File: src/sv/twbm_pkg.sv
`timescale 1ns / 1ps
package twbm_pkg;

  localparam int unsigned ByteBits = 8;
  localparam logic [ByteBits-1:0] ByteMsb = 8'd128;

  localparam logic [4:0] PhaseIdle = 5'd0;
  localparam logic [4:0] PhaseFirst = 5'd1;
  // Write: last bit step, data release, acknowledge clock.
  localparam logic [4:0] PhaseWrBitsEnd = 5'(1 + 3 * ByteBits);
  localparam logic [4:0] PhaseWrRelease = 5'(2 + 3 * ByteBits);
  localparam logic [4:0] PhaseWrAck = 5'(3 + 3 * ByteBits);
  // Read: first step that can close the byte.
  localparam logic [4:0] PhaseRdLast = 5'(2 + 2 * ByteBits);

  typedef enum logic [2:0] {
    CMD_START = 3'd0,
    CMD_STOP  = 3'd1,
    CMD_WRITE = 3'd2,
    CMD_READ  = 3'd3,
    CMD_ACK   = 3'd4,
    CMD_NACK  = 3'd5
  } cmd_e;

  // Write bit sub-step: drive data, raise clock, lower clock.
  localparam logic [1:0] SubData = 2'd0;
  localparam logic [1:0] SubHigh = 2'd1;

  typedef struct packed {
    logic [2:0] pad;
    logic       sda_in;
    logic [7:0] tx_byte;
    logic [2:0] mode;
    logic       cmd_valid;
  } in_item_t;

  typedef struct packed {
    logic [2:0] pad;
    logic       ack_error;
    logic [7:0] rx_byte;
    logic       done_res;
    logic       busy_res;
    logic       sda_out;
    logic       scl_out;
  } out_item_t;

  typedef struct packed {
    logic [4:0] phase;
    cmd_e       cmd;
    logic [3:0] bit_count;
    logic [7:0] shift;
    logic [7:0] rx;
    logic       scl;
    logic       sda;
    logic       ack_err;
  } step_state_t;

  // (phase - 2) mod 3 for the write bit steps, by folding base-4 digits.
  function automatic logic [1:0] write_sub(input logic [4:0] phase);
    logic [4:0] t;
    logic [2:0] u;
    logic [2:0] v;
    t = phase - 5'd2;
    u = 3'(t[1:0]) + 3'(t[3:2]) + 3'(t[4]);
    v = 3'(u[1:0]) + 3'(u[2]);
    if (v >= 3'd3) begin
      v = v - 3'd3;
    end
    return v[1:0];
  endfunction

endpackage

File: src/sv/two_wire_bus_master.sv
`timescale 1ns / 1ps
// Two-wire bus master, bit level. Each item on the slave stream is one bus tick:
// it carries the command offer (cmd_valid, mode, tx_byte) and the sampled data
// line level sda_in. Each tick yields exactly one result item on the master
// stream with the clock and data line levels after the tick's pin step, busy,
// a done pulse, the last received byte and the acknowledge-error flag.
// Commands: start, stop, write byte plus acknowledge sample, read byte, send
// ack, send nack. An offer while busy, or with mode 6 or 7, is ignored.
// A missing acknowledge on a write sets the error flag and ends the command.
// Path: an accepted item waits in the input register, the step logic runs on
// it, and its result is loaded into the result register.
// Throughput: one item per cycle while the result side is not stalled; the step
// logic between the bus state register and the result register is combinational.
// Reset: both lines read released high, the sequencer is idle, the received
// byte and the error flag are zero, and both stream registers are empty.
// Stall: while the result waits on m_axis_tready_i, one more item is held in
// the input register; after that s_axis_tready_o drops until the result is taken.
module two_wire_bus_master (
  input  logic        clk_i,
  input  logic        rst_ni,
  input  logic        s_axis_tvalid_i,
  output logic        s_axis_tready_o,
  // cmd_valid[0], mode[3:1], tx_byte[11:4], sda_in[12], zeros[15:13]
  input  logic [15:0] s_axis_tdata_i,
  output logic        m_axis_tvalid_o,
  input  logic        m_axis_tready_i,
  // scl_out[0], sda_out[1], busy_res[2], done_res[3], rx_byte[11:4],
  // ack_error[12], zeros[15:13]
  output logic [15:0] m_axis_tdata_o
);
  import twbm_pkg::*;

  logic        in_valid;
  logic [15:0] in_data;
  logic        res_ready;
  logic        advance;
  in_item_t    item;
  out_item_t   result;
  step_state_t state_q;
  step_state_t state_d;

  // Input register: holds the accepted tick until the step can run.
  twbm_stage #(
    .Width ($bits(in_item_t))
  ) u_in_stage (
    .clk_i   (clk_i),
    .rst_ni  (rst_ni),
    .valid_i (s_axis_tvalid_i),
    .ready_o (s_axis_tready_o),
    .data_i  (s_axis_tdata_i),
    .valid_o (in_valid),
    .ready_i (res_ready),
    .data_o  (in_data)
  );

  assign item = in_item_t'(in_data);

  // Run the step whenever a tick is held and the result register can take its outcome.
  assign advance = in_valid && res_ready;

  twbm_step u_step (
    .state_i  (state_q),
    .item_i   (item),
    .state_o  (state_d),
    .result_o (result)
  );

  // Bus state: advance once per executed tick only.
  always_ff @(posedge clk_i or negedge rst_ni) begin
    if (!rst_ni) begin
      state_q.phase     <= PhaseIdle;
      state_q.cmd       <= CMD_START;
      state_q.bit_count <= 4'd0;
      state_q.shift     <= 8'd0;
      state_q.rx        <= 8'd0;
      state_q.scl       <= 1'b1;
      state_q.sda       <= 1'b1;
      state_q.ack_err   <= 1'b0;
    end else if (advance) begin
      state_q <= state_d;
    end
  end

  // Result register: decouples the master side stall from the step.
  twbm_stage #(
    .Width ($bits(out_item_t))
  ) u_out_stage (
    .clk_i   (clk_i),
    .rst_ni  (rst_ni),
    .valid_i (in_valid),
    .ready_o (res_ready),
    .data_i  (result),
    .valid_o (m_axis_tvalid_o),
    .ready_i (m_axis_tready_i),
    .data_o  (m_axis_tdata_o)
  );

endmodule

File: src/sv/twbm_stage.sv
`timescale 1ns / 1ps
module twbm_stage #(
  parameter int unsigned Width = 16
) (
  input  logic             clk_i,
  input  logic             rst_ni,
  input  logic             valid_i,
  output logic             ready_o,
  input  logic [Width-1:0] data_i,
  output logic             valid_o,
  input  logic             ready_i,
  output logic [Width-1:0] data_o
);

  logic             valid_q;
  logic             valid_d;
  logic [Width-1:0] data_q;
  logic             load;

  assign ready_o = !valid_q || ready_i;
  assign load    = valid_i && ready_o;
  assign valid_d = load || (valid_q && !ready_i);

  always_ff @(posedge clk_i or negedge rst_ni) begin
    if (!rst_ni) begin
      valid_q <= 1'b0;
    end else begin
      valid_q <= valid_d;
    end
  end

  always_ff @(posedge clk_i) begin
    if (load) begin
      data_q <= data_i;
    end
  end

  assign valid_o = valid_q;
  assign data_o  = data_q;

endmodule

File: src/sv/twbm_step.sv
`timescale 1ns / 1ps
module twbm_step (
  input  twbm_pkg::step_state_t state_i,
  input  twbm_pkg::in_item_t    item_i,
  output twbm_pkg::step_state_t state_o,
  output twbm_pkg::out_item_t   result_o
);
  import twbm_pkg::*;

  always_comb begin
    step_state_t st;
    logic        last;
    logic        done;
    st   = state_i;
    last = 1'b0;
    done = 1'b0;

    // Take a new command only while idle and only for a defined mode.
    if (st.phase == PhaseIdle && item_i.cmd_valid && item_i.mode <= CMD_NACK) begin
      st.cmd       = cmd_e'(item_i.mode);
      st.bit_count = 4'd0;
      st.shift     = (item_i.mode == CMD_WRITE) ? item_i.tx_byte : 8'd0;
      st.phase     = PhaseFirst;
    end

    if (st.phase != PhaseIdle) begin
      unique case (st.cmd)
        CMD_START: begin
          if (st.phase == 5'd1) st.sda = 1'b1;
          else if (st.phase == 5'd2) st.scl = 1'b1;
          else begin
            st.sda = 1'b0;
            last   = 1'b1;
          end
        end
        CMD_STOP: begin
          if (st.phase == 5'd1) st.sda = 1'b0;
          else if (st.phase == 5'd2) st.scl = 1'b1;
          else begin
            st.sda = 1'b1;
            last   = 1'b1;
          end
        end
        CMD_WRITE: begin
          if (st.phase == 5'd1) st.scl = 1'b0;
          else if (st.phase <= PhaseWrBitsEnd) begin
            case (write_sub(st.phase))
              SubData: st.sda = |(st.shift & ByteMsb);
              SubHigh: st.scl = 1'b1;
              default: begin
                st.scl       = 1'b0;
                st.shift     = {st.shift[6:0], 1'b0};
                st.bit_count = st.bit_count + 4'd1;
              end
            endcase
          end else if (st.phase == PhaseWrRelease) st.sda = 1'b1;
          else if (st.phase == PhaseWrAck) begin
            st.scl     = 1'b1;
            st.ack_err = item_i.sda_in;
            last       = item_i.sda_in;
          end else begin
            st.scl = 1'b0;
            last   = 1'b1;
          end
        end
        CMD_READ: begin
          if (st.phase == 5'd1) st.scl = 1'b0;
          else if (st.phase == 5'd2) st.sda = 1'b1;
          else if (st.phase[0]) begin
            st.scl   = 1'b1;
            st.shift = {st.shift[6:0], item_i.sda_in};
          end else begin
            st.scl       = 1'b0;
            st.bit_count = st.bit_count + 4'd1;
            if (st.phase >= PhaseRdLast) begin
              st.rx = st.shift;
              last  = 1'b1;
            end
          end
        end
        CMD_ACK: begin
          if (st.phase == 5'd1) st.sda = 1'b0;
          else if (st.phase == 5'd2) st.scl = 1'b1;
          else if (st.phase == 5'd3) st.scl = 1'b0;
          else begin
            st.sda = 1'b1;
            last   = 1'b1;
          end
        end
        default: begin
          if (st.phase == 5'd1) st.sda = 1'b1;
          else if (st.phase == 5'd2) st.scl = 1'b1;
          else begin
            st.scl = 1'b0;
            last   = 1'b1;
          end
        end
      endcase

      if (last) begin
        st.phase = PhaseIdle;
        done     = 1'b1;
      end else begin
        st.phase = st.phase + 5'd1;
      end
    end

    state_o            = st;
    result_o.pad       = 3'd0;
    result_o.ack_error = st.ack_err;
    result_o.rx_byte   = st.rx;
    result_o.done_res  = done;
    result_o.busy_res  = (st.phase != PhaseIdle);
    result_o.sda_out   = st.sda;
    result_o.scl_out   = st.scl;
  end

endmodule

File: config.mk
export PLATFORM = sky130hd
export DESIGN_NAME = two_wire_bus_master
export DESIGN_NICKNAME = d
export VERILOG_FILES = /design/src/sv/twbm_pkg.sv /design/src/sv/two_wire_bus_master.sv /design/src/sv/twbm_stage.sv /design/src/sv/twbm_step.sv
export SDC_FILE = /design/constraint.sdc
export NUM_CORES = 1
export LEC_CHECK = 0
export ABC_AREA = 1
export BUFFER_PORTS_ARGS = -buffer_cell sky130_fd_sc_hd__clkbuf_2
export CORE_ASPECT_RATIO = 2
export CORE_UTILIZATION = 50
export DETAILED_ROUTE_END_ITERATION = 6
export PLACE_DENSITY_LB_ADDON = 0.2
export SLEW_MARGIN = 20
export SYNTH_ARGS = -nofsm -noshare
export SYNTH_HDL_FRONTEND = slang
export SYNTH_HIERARCHICAL = 1
export SYNTH_SLANG_ARGS = --single-unit
export TNS_END_PERCENT = 100
File: constraint.sdc
create_clock -name clk_i -period 5.99 [get_ports clk_i]
set_input_delay 1.198 -clock clk_i [delete_from_list [all_inputs] [get_ports clk_i]]
set_output_delay 1.198 -clock clk_i [all_outputs]
set_load 0.03 [all_outputs]
==> results.rst <==
.. list-table::
   :header-rows: 1

   * - Metric
     - Value
   * - Status
     - finished, final reports clean
   * - Total negative setup slack
     - 0 ns
   * - Maximum resistive drop on vdd
     - 0.2295 mV
   * - Total setup buffers inserted after CTS
     - 0
   * - Final cell count without fillers
     - between 500 and 600
   * - Clock sinks
     - 58
   * - Routability congestion estimate from global placement
     - 0.9014
   * - Wire length of the first global-routing pass
     - ~14 mm
   * - Cell repeated most along the worst path
     - sky130_fd_sc_hd__nand2_1
   * - RSZ-0062 raised after global routing
     - false
   * - Horizontal die dimension
     - between 60 and 70 µm
   * - Pwr per Cell Area
     - between 500 and 600 mW/mm²
   * - Maximum capacitance violations
     - 0
   * - Core Rows
     - between 40 and 50
   * - Number of antenna violations at the first check in global routing
     - 0
   * - Maximum buffer depth of the clock tree
     - 2
   * - Relative area change from synthesis to final layout
     - 10.62%
   * - Core region area
     - 0.007267 mm²
   * - Clock root buffer
     - sky130_fd_sc_hd__clkbuf_16
   * - Filler cell count
     - 678
   * - Ratio of final minimum period to clock period
     - 70.41%
   * - Vias in the first global route
     - between 3,000 and 4,000
   * - Required @ worst endpoint
     - roughly 6.3 ns
   * - Vertical die dimension
     - between 100 and 150 µm
   * - Met3 routed WL
     - ~250 µm
   * - Setup CP Type
     - reg -> reg
   * - Global router's overall resource usage
     - roughly a quarter
   * - DRT met1 WL
     - 3.102 mm
   * - Fraction of final layout cells with drive strength greater than 1
     - 19.39%
   * - DR WL/cell
     - roughly 14 µm
   * - Number of placed instances with taps included
     - 571
   * - Ordered list of cells on the worst path
     - nor2_1, nand2_1, inv_2, nand2_8, nand2_8, inv_2, fa_1, inv_1, fa_1, ha_1, ha_1, nor2_1, nand2_1, o21ai_0, nand2_1, nand2_1, nand3_1, o21ai_0, nand2_1, nand2_1, nand2_1, nand2_1, nand3_1, nand2_1
   * - Relative contribution of the clock network to total power
     - between 10% and 20%
   * - Initial core utilization
     - between 50 and 60%
   * - Slew Limit Fails
     - 0
   * - Highest Clock Rate
     - 0.2371 GHz
   * - Power share of the sequential group
     - around a quarter
   * - Tightest Hold Check Type
     - reg -> reg
   * - Total number of yosys warnings
     - 6
   * - Starting DRC count in detailed routing
     - 178
   * - Post-route setup slack
     - 1.772 ns
   * - Arrival time of data at the critical path endpoint
     - 4.48 ns
   * - Worst setup slack after placement
     - 1.759 ns
   * - Clock tree from TritonCTS
     - done
   * - Worst slew pin tran
     - around 1 ns
   * - Residual DRC count
     - 0
   * - Switching part of the total power
     - 47.26%
   * - Lkg Pwr
     - 2.097 nW
   * - Antenna diode count
     - 0
   * - Half-perimeter wire length after placement
     - 6.129 mm
   * - Internal Power
     - 1.246 mW
   * - Final Net Count
     - 523
   * - Switching power
     - between 1 and 1.5 mW
   * - Clock buffers created by TritonCTS
     - 9
   * - Highest signal layer in the routed design
     - met4
   * - Clock H-tree levels
     - 3
   * - Number of buffer and inverter instances along the worst setup path
     - 3
   * - Cell with the biggest individual delay on the critical path
     - sky130_fd_sc_hd__dfrtp_1
   * - Post_cts resized
     - 0
   * - Critical Path End Type
     - register
   * - Worst clock skew
     - 0.004463 ns
   * - Total count of hold-check failures in the final report
     - 0
   * - Largest net degree at the start of global routing
     - 31
   * - Sort of element at the start of the critical path
     - register
   * - Most common library cell in the layout ignoring fill and taps
     - sky130_fd_sc_hd__nand2_1
   * - Count of vias placed by the detailed router
     - roughly 3,100
   * - Summed instance area of the synthesized netlist
     - between 0.003 and 0.004 mm²
   * - Io pins
     - 38
   * - Top library cells by usage in the layout, fill and taps aside
     - sky130_fd_sc_hd__nand2_1 (155), sky130_fd_sc_hd__nand3_1 (69), sky130_fd_sc_hd__clkbuf_2 (34), sky130_fd_sc_hd__inv_1 (34), sky130_fd_sc_hd__edfxtp_1 (29)
   * - Minimum clock period
     - roughly 4.2 ns
   * - Slowest stage delay, CP
     - around 0.48 ns
   * - Full die area
     - 0.007915 mm²
   * - Number of input and output port buffers inserted
     - 34
   * - Met2 Wirelength
     - 4.681 mm
   * - Final number of setup-violating endpoints
     - 0
   * - Total gr overflow
     - 0
   * - Comb pwr share
     - 57.2%
   * - Gate count of the mapped netlist
     - 470
   * - CP Max Fanout
     - 24
   * - Antenna violation net count after detailed routing
     - 0
   * - Clock input transition at the sequential cells of the worst setup and hold paths
     - 0.05 ns
   * - Hold-fix buffers at CTS
     - 0
   * - Average footprint of a synthesized cell
     - 8.024 µm²
   * - Headroom to the max-slew limit
     - 35.03%
   * - Total wirelength of the detailed-routed design
     - approximately 8.4 mm
   * - Detailed-routing iteration count for the pre-antenna-repair pass
     - 5
   * - Average via count per standard cell
     - roughly 5.3
   * - Family with the most delay on the worst path
     - simple AND/OR/NAND/NOR gates
   * - Clk Latency, worst-skew pair
     - between 0.3 and 0.4 ns
==> metrics by stage <==
| step | util [%] | instance area, µm² | power [mW] | hold slack, ns |
|---|---|---|---|---|
| final | 57.40 | 4172 | 2.363 | 0.4662 |
| after global routing | 57.40 | 4172 | 2.577 | 0.4919 |
| after CTS | 57.40 | 4172 | 2.388 | 0.4718 |
| after detailed placement | 53.72 | 3904 | 1.916 | 0.4597 |
| after global placement | 53.67 | 3900 | 1.892 | 0.4529 |
| after floorplan | - | 3779 | 1.678 | 0.4419 |
==> power groups by stage <==
stage / clock network (mW) / logic [mW] / registers (mW)
finish: 0.456 / 1.35 / 0.555
global route: 0.484 / 1.53 / 0.566
CTS: 0.468 / 1.37 / 0.555
detailed placement: 0 / 1.35 / 0.561
global placement: 0 / 1.33 / 0.559
floorplan: 0 / 1.09 / 0.589
==> registers in the layout, indices dropped and copies added (netlist names) <==
| signal | count |
|---|---|
| u_in_stage/valid_o | 1 |
| u_out_stage/data_o | 16 |
| state_q | 27 |
| u_in_stage/data_o | 13 |
| u_out_stage/valid_o | 1 |
==> metal layers <==
metal | vias up | GRT usage [%]
met5 | - | 0
met4 | 0 | 14.44
met3 | 27 | 4.762
met2 | 85 | 41.43
met1 | 1453 | 24.21
li1 | 1549 | -
==> final timing paths <==
| kind | startpoint | to | slack [ns] | depth (start not counted) |
|---|---|---|---|---|
| worst max-delay path | state_q[27]$_DFFE_PN0P_ | state_q[2]$_DFFE_PN1P_ | 1.77 | 24 |
| worst min-delay path | state_q[13]$_DFFE_PN0P_ | state_q[13]$_DFFE_PN0P_ | 0.47 | 2 |
| worst max register to register | state_q[27]$_DFFE_PN0P_ | state_q[2]$_DFFE_PN1P_ | 1.77 | 24 |
| worst min register to register | state_q[13]$_DFFE_PN0P_ | state_q[13]$_DFFE_PN0P_ | 0.47 | 2 |
| max in group asynchronous | rst_ni | state_q[15]$_DFFE_PN0P_ | 4.55 | 1 |
| min in group asynchronous | rst_ni | state_q[4]$_DFFE_PN0P_ | 0.94 | 1 |
==> layout make-up <==
class                           count  area (µm²)  area share (%)
Clock inverter                      3       17.52          0.4199
Tap cell                           92       115.1           2.759
Inverter                           43       162.7           3.899
Timing Repair Buffer               38       200.2           4.799
Clock buffer                       13       250.2           5.999
Sequential cell                    58        1599           38.33
Multi-Input combinational cell    340        1827           43.79
==> tightest hold or removal path: cells and delay by family (launching register included) <==
family	cells	cell delay [ns]
DFF	1	0.33
and+or+nand+nor	2	0.10
Power figures use the tool's default switching activity.
